## config.mk

```make
export PLATFORM = sky130hd
export DESIGN_NAME = sparse_run_packer_region_filter
export DESIGN_NICKNAME = d
export VERILOG_FILES = /design/src/sv/srp_pkg.sv /design/src/sv/srp_decode.sv /design/src/sv/srp_emit.sv /design/src/sv/sparse_run_packer_region_filter.sv
export SDC_FILE = /design/constraint.sdc
export NUM_CORES = 1
export LEC_CHECK = 0
export BUFFER_PORTS_ARGS = -buffer_cell sky130_fd_sc_hd__buf_2
export CELL_PAD_IN_SITES_DETAIL_PLACEMENT = 0
export CELL_PAD_IN_SITES_GLOBAL_PLACEMENT = 2
export CORE_UTILIZATION = 37
export CTS_CLUSTER_DIAMETER = 40
export DETAILED_ROUTE_END_ITERATION = 16
export MAX_ROUTING_LAYER = met4
export PLACE_DENSITY_LB_ADDON = 0.1
export SETUP_SLACK_MARGIN = 0.05
export SYNTH_ARGS = -nofsm -noshare
export SYNTH_HDL_FRONTEND = slang
export SYNTH_SLANG_ARGS = --single-unit
export TNS_END_PERCENT = 5
```

## constraint.sdc

```tcl
create_clock -name clk -period 12.8 [get_ports clk]
set_clock_uncertainty 0.05 [all_clocks]
set_input_delay 2.56 -clock clk [delete_from_list [all_inputs] [get_ports clk]]
set_output_delay 2.56 -clock clk [all_outputs]
set_load 0.05 [all_outputs]
```

## src/sv/srp_pkg.sv

```systemverilog
// srp_pkg: shared types and constants of the sparse run packer with region filter
// record kind codes, configuration register indexes and the record plan struct
// no dependencies
package srp_pkg;

  // record kinds on the result channel
  typedef enum logic [1:0] {
    KIND_HEADER  = 2'd0,
    KIND_ELEMENT = 2'd1,
    KIND_FILL    = 2'd2,
    KIND_TERM    = 2'd3
  } kind_t;

  // configuration port
  localparam int CFG_IDX_W  = 4;
  localparam int CFG_DATA_W = 64;

  localparam logic [CFG_IDX_W-1:0] CFG_REGION_START = 4'd0;
  localparam logic [CFG_IDX_W-1:0] CFG_REGION_SIZE  = 4'd1;
  localparam logic [CFG_IDX_W-1:0] CFG_INVERT       = 4'd2;
  localparam logic [CFG_IDX_W-1:0] CFG_NEW_RUN_GAP  = 4'd3;

  localparam logic [7:0] NEW_RUN_GAP_RESET = 8'd4;

  // at most this many low flag bits survive into the records
  localparam int FLAG_KEEP_MAX = 16;

  localparam logic [31:0] COUNT_MAX = 32'hFFFF_FFFF;

  // records one entry causes, in emission order: leading record, element, terminator
  typedef struct packed {
    logic term;
    logic elem;
    logic pre;
    logic pre_is_fill;
  } rec_plan_t;

endpackage

```

## src/sv/srp_decode.sv

```systemverilog
// srp_decode: region test and run decision for one registered entry
// produces the record plan, fill length and next run state
// depends on srp_pkg
module srp_decode import srp_pkg::*; #(
  parameter int ADDR_WIDTH = 64,
  parameter int FLAG_WIDTH = 16
) (
  input  logic [ADDR_WIDTH-1:0] address,
  input  logic [FLAG_WIDTH-1:0] hit_flags,
  input  logic                  last,
  input  logic [ADDR_WIDTH-1:0] region_start,
  input  logic [ADDR_WIDTH-1:0] region_size,
  input  logic                  invert,
  input  logic [7:0]            new_run_gap,
  input  logic                  run_open,
  input  logic [ADDR_WIDTH-1:0] previous_address,
  input  logic [31:0]           kept_matches,
  output rec_plan_t             plan,
  output logic [7:0]            fill_gap,
  output logic [FLAG_WIDTH-1:0] flags_kept,
  output logic [31:0]           count_out,
  output logic                  run_open_next,
  output logic [ADDR_WIDTH-1:0] previous_address_next,
  output logic [31:0]           kept_matches_next
);

  localparam int FLAG_KEEP = (FLAG_WIDTH < FLAG_KEEP_MAX) ? FLAG_WIDTH : FLAG_KEEP_MAX;
  localparam logic [FLAG_WIDTH-1:0] FLAG_MASK = {FLAG_WIDTH{1'b1}} >> (FLAG_WIDTH - FLAG_KEEP);

  logic [ADDR_WIDTH-1:0] offset;
  logic                  in_window;
  logic                  keep;
  logic [ADDR_WIDTH-1:0] gap;
  logic [7:0]            limit;
  logic                  gap_big;
  logic                  new_run;
  logic [31:0]           kept_after;

  // region test, no wrap at the top
  assign offset    = address - region_start;
  assign in_window = (address >= region_start) && (offset < region_size);
  assign keep      = in_window ? invert : !invert;

  // skipped addresses since the previous kept entry
  assign gap     = address - previous_address - {{(ADDR_WIDTH-1){1'b0}}, 1'b1};
  assign limit   = (new_run_gap == 8'd0) ? 8'd1 : new_run_gap;
  assign gap_big = (|gap[ADDR_WIDTH-1:8]) || (gap[7:0] >= limit);
  assign new_run = !run_open || (address <= previous_address) || gap_big;

  assign flags_kept = hit_flags & FLAG_MASK;
  assign fill_gap   = gap[7:0];

  // saturating count of kept real matches
  always_comb begin
    kept_after = kept_matches;
    if (keep && (flags_kept != '0) && (kept_matches != COUNT_MAX)) begin
      kept_after = kept_matches + 32'd1;
    end
  end

  assign count_out = kept_after;

  // which records this entry causes
  always_comb begin
    plan.term        = last;
    plan.elem        = keep;
    plan.pre         = keep && (new_run || (gap[7:0] != 8'd0));
    plan.pre_is_fill = !new_run;
  end

  // run state after this entry, cleared at the end of a pass
  always_comb begin
    run_open_next         = run_open;
    previous_address_next = previous_address;
    kept_matches_next     = kept_after;
    if (keep) begin
      run_open_next         = 1'b1;
      previous_address_next = address;
    end
    if (last) begin
      run_open_next         = 1'b0;
      previous_address_next = '0;
      kept_matches_next     = '0;
    end
  end

endmodule

```

## src/sv/srp_emit.sv

```systemverilog
// srp_emit: record buffer that holds the records of one entry and sends them
// one per transfer, leading record first and terminator last
// depends on srp_pkg
module srp_emit import srp_pkg::*; #(
  parameter int ADDR_WIDTH = 64,
  parameter int FLAG_WIDTH = 16
) (
  input  logic                  clk,
  input  logic                  rst,
  input  logic                  load,
  input  rec_plan_t             plan,
  input  logic [ADDR_WIDTH-1:0] address,
  input  logic [7:0]            fill_gap,
  input  logic [7:0]            prior_byte,
  input  logic [FLAG_WIDTH-1:0] flags_kept,
  input  logic [31:0]           count_in,
  output logic                  free,
  output logic                  out_valid,
  input  logic                  out_ready,
  output logic [1:0]            record_kind,
  output logic [ADDR_WIDTH-1:0] run_address,
  output logic [7:0]            fill_count,
  output logic [7:0]            value_out,
  output logic [FLAG_WIDTH-1:0] flags_out,
  output logic [31:0]           match_count,
  output logic                  end_of_run
);

  // pending slots: bit 0 leading record, bit 1 element, bit 2 terminator
  logic [2:0]            pend;
  logic [2:0]            pend_next;
  logic [2:0]            rest;
  logic                  pre_is_fill;
  logic [ADDR_WIDTH-1:0] addr_q;
  logic [7:0]            gap_q;
  logic [7:0]            value_q;
  logic [FLAG_WIDTH-1:0] flags_q;
  logic [31:0]           count_q;
  logic                  take;

  assign out_valid = |pend;
  assign take      = out_valid && out_ready;
  assign rest      = pend & (pend - 3'd1);
  assign free      = !out_valid || (take && (rest == 3'd0));
  assign end_of_run = (rest == 3'd0);

  always_comb begin
    pend_next = pend;
    if (take) begin
      pend_next = rest;
    end
    if (load) begin
      pend_next = {plan.term, plan.elem, plan.pre};
    end
  end

  // control and payload of the buffered entry
  always_ff @(posedge clk) begin
    if (rst) begin
      pend <= 3'd0;
    end else begin
      pend <= pend_next;
    end
    if (load) begin
      pre_is_fill <= plan.pre_is_fill;
      addr_q      <= address;
      gap_q       <= fill_gap;
      value_q     <= prior_byte;
      flags_q     <= flags_kept;
      count_q     <= count_in;
    end
  end

  // current record fields
  always_comb begin
    record_kind = KIND_TERM;
    run_address = '0;
    fill_count  = 8'd0;
    value_out   = 8'd0;
    flags_out   = '0;
    match_count = 32'd0;
    priority if (pend[0]) begin
      record_kind = pre_is_fill ? KIND_FILL : KIND_HEADER;
      run_address = addr_q;
      fill_count  = pre_is_fill ? gap_q : 8'd0;
    end else if (pend[1]) begin
      record_kind = KIND_ELEMENT;
      run_address = addr_q;
      value_out   = value_q;
      flags_out   = flags_q;
    end else begin
      record_kind = KIND_TERM;
      match_count = count_q;
    end
  end

endmodule

```

## src/sv/sparse_run_packer_region_filter.sv

```systemverilog
// sparse_run_packer_region_filter: top level of the region filter and run packer
// holds configuration, input register and run state; uses srp_decode and srp_emit
// depends on srp_pkg
//
// Usage
//   Input channel (in_valid/in_ready) takes match entries: address, prior_byte,
//   hit_flags and last. Output channel (out_valid/out_ready) gives records:
//   run header, element, zero fill or terminator, with end_of_run on the last
//   record an entry causes. Configuration is written through cfg_write,
//   cfg_index and cfg_data; the user must do so only while the block is
//   idle, which the block itself does not enforce.
//   Path: an accepted entry waits in the input register, is decoded there and
//   is loaded into the record buffer once that buffer is free.
//   Throughput: one record per cycle while out_ready is high. The record buffer
//   takes the next entry when the last record of the current one transfers, so
//   an entry causing two or three records holds the input while the buffer
//   sends them one per transfer; an entry causing none is passed straight over.
//   Reset: synchronous, clears the input register, record buffer and run state
//   and loads register defaults (new_run_gap 4, others 0).
//   Stall: when out_ready is low the buffered records hold; one further entry
//   waits in the input register, then in_ready drops.
module sparse_run_packer_region_filter import srp_pkg::*; #(
  parameter int ADDR_WIDTH = 64,
  parameter int FLAG_WIDTH = 16
) (
  input  logic                  clk,
  input  logic                  rst,
  input  logic                  cfg_write,
  input  logic [CFG_IDX_W-1:0]  cfg_index,
  input  logic [CFG_DATA_W-1:0] cfg_data,
  input  logic                  in_valid,
  output logic                  in_ready,
  input  logic [ADDR_WIDTH-1:0] address,
  input  logic [7:0]            prior_byte,
  input  logic [FLAG_WIDTH-1:0] hit_flags,
  input  logic                  last,
  output logic                  out_valid,
  input  logic                  out_ready,
  output logic [1:0]            record_kind,
  output logic [ADDR_WIDTH-1:0] run_address,
  output logic [7:0]            fill_count,
  output logic [7:0]            value_out,
  output logic [FLAG_WIDTH-1:0] flags_out,
  output logic [31:0]           match_count,
  output logic                  end_of_run
);

  // configuration registers
  logic [ADDR_WIDTH-1:0] region_start;
  logic [ADDR_WIDTH-1:0] region_size;
  logic                  invert;
  logic [7:0]            new_run_gap;

  // input register
  logic                  a_valid;
  logic [ADDR_WIDTH-1:0] a_address;
  logic [7:0]            a_value;
  logic [FLAG_WIDTH-1:0] a_flags;
  logic                  a_last;

  // run state
  logic                  run_open;
  logic [ADDR_WIDTH-1:0] previous_address;
  logic [31:0]           kept_matches;
  logic                  run_open_next;
  logic [ADDR_WIDTH-1:0] previous_address_next;
  logic [31:0]           kept_matches_next;

  rec_plan_t             plan;
  logic [7:0]            fill_gap;
  logic [FLAG_WIDTH-1:0] flags_kept;
  logic [31:0]           count_out;
  logic                  plan_empty;
  logic                  emit_free;
  logic                  a_take;
  logic                  load;

  assign plan_empty = !(plan.pre || plan.elem || plan.term);
  assign a_take     = a_valid && (plan_empty || emit_free);
  assign load       = a_take && !plan_empty;
  assign in_ready   = !a_valid || a_take;

  // configuration writes
  always_ff @(posedge clk) begin
    if (rst) begin
      region_start <= '0;
      region_size  <= '0;
      invert       <= 1'b0;
      new_run_gap  <= NEW_RUN_GAP_RESET;
    end else if (cfg_write) begin
      unique case (cfg_index)
        CFG_REGION_START: region_start <= cfg_data[ADDR_WIDTH-1:0];
        CFG_REGION_SIZE:  region_size  <= cfg_data[ADDR_WIDTH-1:0];
        CFG_INVERT:       invert       <= cfg_data[0];
        CFG_NEW_RUN_GAP:  new_run_gap  <= cfg_data[7:0];
        default: ;
      endcase
    end
  end

  // input register, refilled on each input transfer
  always_ff @(posedge clk) begin
    if (rst) begin
      a_valid <= 1'b0;
    end else if (in_ready) begin
      a_valid <= in_valid;
    end
    if (in_valid && in_ready) begin
      a_address <= address;
      a_value   <= prior_byte;
      a_flags   <= hit_flags;
      a_last    <= last;
    end
  end

  // run state advances as each entry leaves the input register
  always_ff @(posedge clk) begin
    if (rst) begin
      run_open         <= 1'b0;
      previous_address <= '0;
      kept_matches     <= '0;
    end else if (a_take) begin
      run_open         <= run_open_next;
      previous_address <= previous_address_next;
      kept_matches     <= kept_matches_next;
    end
  end

  srp_decode #(
    .ADDR_WIDTH(ADDR_WIDTH),
    .FLAG_WIDTH(FLAG_WIDTH)
  ) u_decode (
    .address              (a_address),
    .hit_flags            (a_flags),
    .last                 (a_last),
    .region_start         (region_start),
    .region_size          (region_size),
    .invert               (invert),
    .new_run_gap          (new_run_gap),
    .run_open             (run_open),
    .previous_address     (previous_address),
    .kept_matches         (kept_matches),
    .plan                 (plan),
    .fill_gap             (fill_gap),
    .flags_kept           (flags_kept),
    .count_out            (count_out),
    .run_open_next        (run_open_next),
    .previous_address_next(previous_address_next),
    .kept_matches_next    (kept_matches_next)
  );

  srp_emit #(
    .ADDR_WIDTH(ADDR_WIDTH),
    .FLAG_WIDTH(FLAG_WIDTH)
  ) u_emit (
    .clk        (clk),
    .rst        (rst),
    .load       (load),
    .plan       (plan),
    .address    (a_address),
    .fill_gap   (fill_gap),
    .prior_byte (a_value),
    .flags_kept (flags_kept),
    .count_in   (count_out),
    .free       (emit_free),
    .out_valid  (out_valid),
    .out_ready  (out_ready),
    .record_kind(record_kind),
    .run_address(run_address),
    .fill_count (fill_count),
    .value_out  (value_out),
    .flags_out  (flags_out),
    .match_count(match_count),
    .end_of_run (end_of_run)
  );

endmodule

```

==> reports/qor.txt <==
switching power = 1.595 mW
synth cell count leaders = 436 x nand2_1, 321 x a21oi_1, 258 x inv_1
MaxCap Viol Count = 0
sum of negative setup slack = 0 ns
CP Max Fanout = 38
Syn Area/Cell = 8.732 sq um
CTS tree = built
Post-Syn Nets = 3586
initial antenna violation count = 7
part of the power in registers = 33.2%
Synth top area share = 23.28%
fin cells = 4515
Met1 Wirelength = 46110 microns
register area share after synthesis = 40.22%
Via-to-Cell Ratio = 5.569
Post-CTS Hold Buffers = 0
DR iter-0 viols = 1577
DRT Wirelength = 102300 microns
drc violations = 0
Crit path top cell by count = a21o_1
top cells by area, synth = edfxtp_1 23%, dfxtp_1 17%, ha_1 8.9%
Final Hold Fails = 0
clock share of power = 46.3%
FP Rows = 100
kind of critical path = reg -> out
Max Slew Vio Count = 0
Synth Register Bits = 456
CTS buffer count = 87
CP Data Arrival Time = 8.07 ns
IO Port Bufs = 294
die area = 0.07712 sq mm
core area = 0.07482 sq mm
largest net degree at the start of global routing = 104
H-tree levels = 3
CP required = 10.19 ns
slowest cell on the critical path = nor4_1
global route overflow = 0
cell internal pwr = 3.406 mW
Yosys warnings = 0
largest stage delay on the critical path = 0.83 ns
clock latency on the worst-skew pair = 0.66 ns
first-pass GRT wire length = 154800 microns
Top-Level Pins = 295
Switching Share = 31.89%
peak supply drop = 0.00009553 V
Post-Route Utilization = 44.65%
max layer used = met4
run status = completed
area leader, netlist = edfxtp_1
clock buffer depth = 3
Hold Path Cell Cnt = 0
Post-synth EDFFs = 218
final setup violation count = 0
Reg2Reg Depth = 27
Synth cell types = 105
P&R area growth vs syn = 18.78%
most frequent cell after synthesis = nand2_1
min-delay worst type = reg -> reg
fin crit share = 83.47%
gr usage total = 26.95%
cell area after synthesis = 0.02813 sq mm
dpl cells = 4345
Pleak = 12.69 nW
Rel. slew slack = 16.16%
Crit. End Element = output port
Gate power share = 20.5%
CTS Root Cell = clkbuf_16
Post-CTS Setup Bufs = 0
Final nets = 3830
routed wl met2 = 47400 microns
fmax = 93.59 MHz
Die X = 277.7 microns
register area = 0.01131 sq mm
RePlAce Congestion = 0.9259
main flop type after synthesis = dfxtp_1
Initial Util = 37.59%
PostCTS Resize Cnt = 0
vias in the first global route = 25.11k
Mapped Cells = 3221
Antenna Nets Post-Route = 0
HPWL after DPL = 78450 microns
wire per inst = 22.66 microns
share of flip-flops with an asynchronous set or reset = 0%
power per cell area = 149.7 mW/mm^2
share of layout cells above drive strength 1 = 15.06%
final-layout fill cell count = 7471
footprint of the multi-input gates = 0.01521 sq mm
Slew @ Worst Pin = 1.258 ns
RSZ-0062 raised after global routing = no
Die Y = 277.7 microns
clock slew at reported path FFs = 0.06 ns
WL met3 = 5062 microns
Final Critical Period = 10.68 ns
routed vias = 25.15k
Pre-antenna DRT Iters = 6
CTS Sinks = 456
nature of the critical path startpoint = register
cell type report:
class                   count  area share [%]
well taps                 969           3.629
inverters                 258           2.899
flip-flops and latches    456           33.86
repair buffers            316           4.944
multi-input cells        2346           45.54
clock inverters            58           2.075
clock buffers             106           7.011
diodes                      6         0.04494
path summary, 6_finish.rpt:
| check | from | endpoint | slack [ns] |
|---|---|---|---|
| setup reg to reg | a_address[0] | u_emit.addr_q[52] | 3.71 |
| hold reg to reg | a_value[1] | u_emit.value_q[1] | 0.36 |
| hold / removal | a_value[1] | u_emit.value_q[1] | 0.36 |
| setup / recovery | a_address[0] | in_ready | 2.12 |
state kept, by name, summed over array words and instances, names as in the netlist:
| register | count |
|---|---|
| previous_address | 64 |
| a_flags | 16 |
| a_last | 1 |
| a_valid | 1 |
| a_address | 64 |
| run_open | 1 |
| invert | 1 |
| u_emit.pend | 3 |
| a_value | 8 |
| region_start | 64 |
| region_size | 64 |
| u_emit.flags_q | 16 |
| new_run_gap | 8 |
| u_emit.pre_is_fill | 1 |
| kept_matches | 32 |
| u_emit.count_q | 32 |
| u_emit.addr_q | 64 |
| u_emit.value_q | 8 |
| u_emit.gap_q | 8 |
cell families (layout without fill, tap and decap cells):
| group | after synthesis | after routing | share of synthesized area (%) |
|---|---|---|---|
| mux | 19 | 19 | 0.6895 |
| other cells | 0 | 6 | 0 |
| fa+ha+maj | 203 | 203 | 9.084 |
| buf+inv | 419 | 738 | 5.917 |
| compound gates | 882 | 882 | 20.61 |
| flops | 456 | 456 | 40.22 |
| simple gates | 1126 | 1126 | 19.88 |
| xor+xnor | 116 | 116 | 3.612 |
power groups by stage:
stage                     Clock [mW]  Sequential, mW  Combinational [mW]
after floorplan                    0            1.67               0.711
after global placement             0            1.69                1.02
after detailed placement           0            1.69                1.02
after CTS                       2.36            1.66                1.02
after global routing            2.43            1.67                1.11
final                           2.31            1.66                1.02
cell usage in the layout (no fill, tap or decap), drive strengths merged, types with 25 or more instances in the layout:
| master | netlist | final |
|---|---|---|
| nor2 | 153 | 153 |
| ha | 201 | 201 |
| o211ai | 27 | 27 |
| a21o | 81 | 81 |
| or3 | 25 | 25 |
| edfxtp | 218 | 218 |
| dfxtp | 238 | 238 |
| nor3 | 53 | 53 |
| nand3 | 52 | 52 |
| buf | 64 | 316 |
| clkbuf | 97 | 106 |
| o21a | 31 | 31 |
| inv | 258 | 265 |
| nor4 | 31 | 31 |
| a22o | 66 | 66 |
| and2 | 145 | 145 |
| xnor2 | 80 | 80 |
| a31oi | 32 | 32 |
| xor2 | 36 | 36 |
| a21oi | 324 | 324 |
| and3 | 40 | 40 |
| nand4 | 101 | 101 |
| o21ai | 129 | 129 |
| a211oi | 25 | 25 |
| clkinv | 0 | 32 |
| nand2 | 437 | 437 |
metrics by stage:
step           power (mW)  hold slack, ns  setup slack, ns  cell area (sq um)
2_1_floorplan       2.381          0.3503            1.676              28130
3_3_place_gp        2.703          0.3519            2.873              30360
3_5_place_dp        2.705          0.3545            2.757              30360
4_1_cts             5.043          0.3648            2.122              33390
5_1_grt             5.210          0.3694            1.668              33410
6_report            5.000          0.3632            2.115              33410
layer usage:
layer  vias up  track usage (%)
li1      12130                -
met1     12090            34.51
met2       723            42.42
met3       197            4.498
met4         0            10.33
met5         -                -
worst max-delay path, delay by kind of cell, from the launching register on:
kind,cells,cell delay [ns]
AO/OA/AOI/OAI,13,3.64
XOR/XNOR,2,0.24
adder cells (fa/ha/maj),3,0.85
buffers and inverters,4,0.77
flip-flops,1,0.43
AND/OR/NAND/NOR,4,1.46
Note: power is estimated with default switching activity, not from simulation.
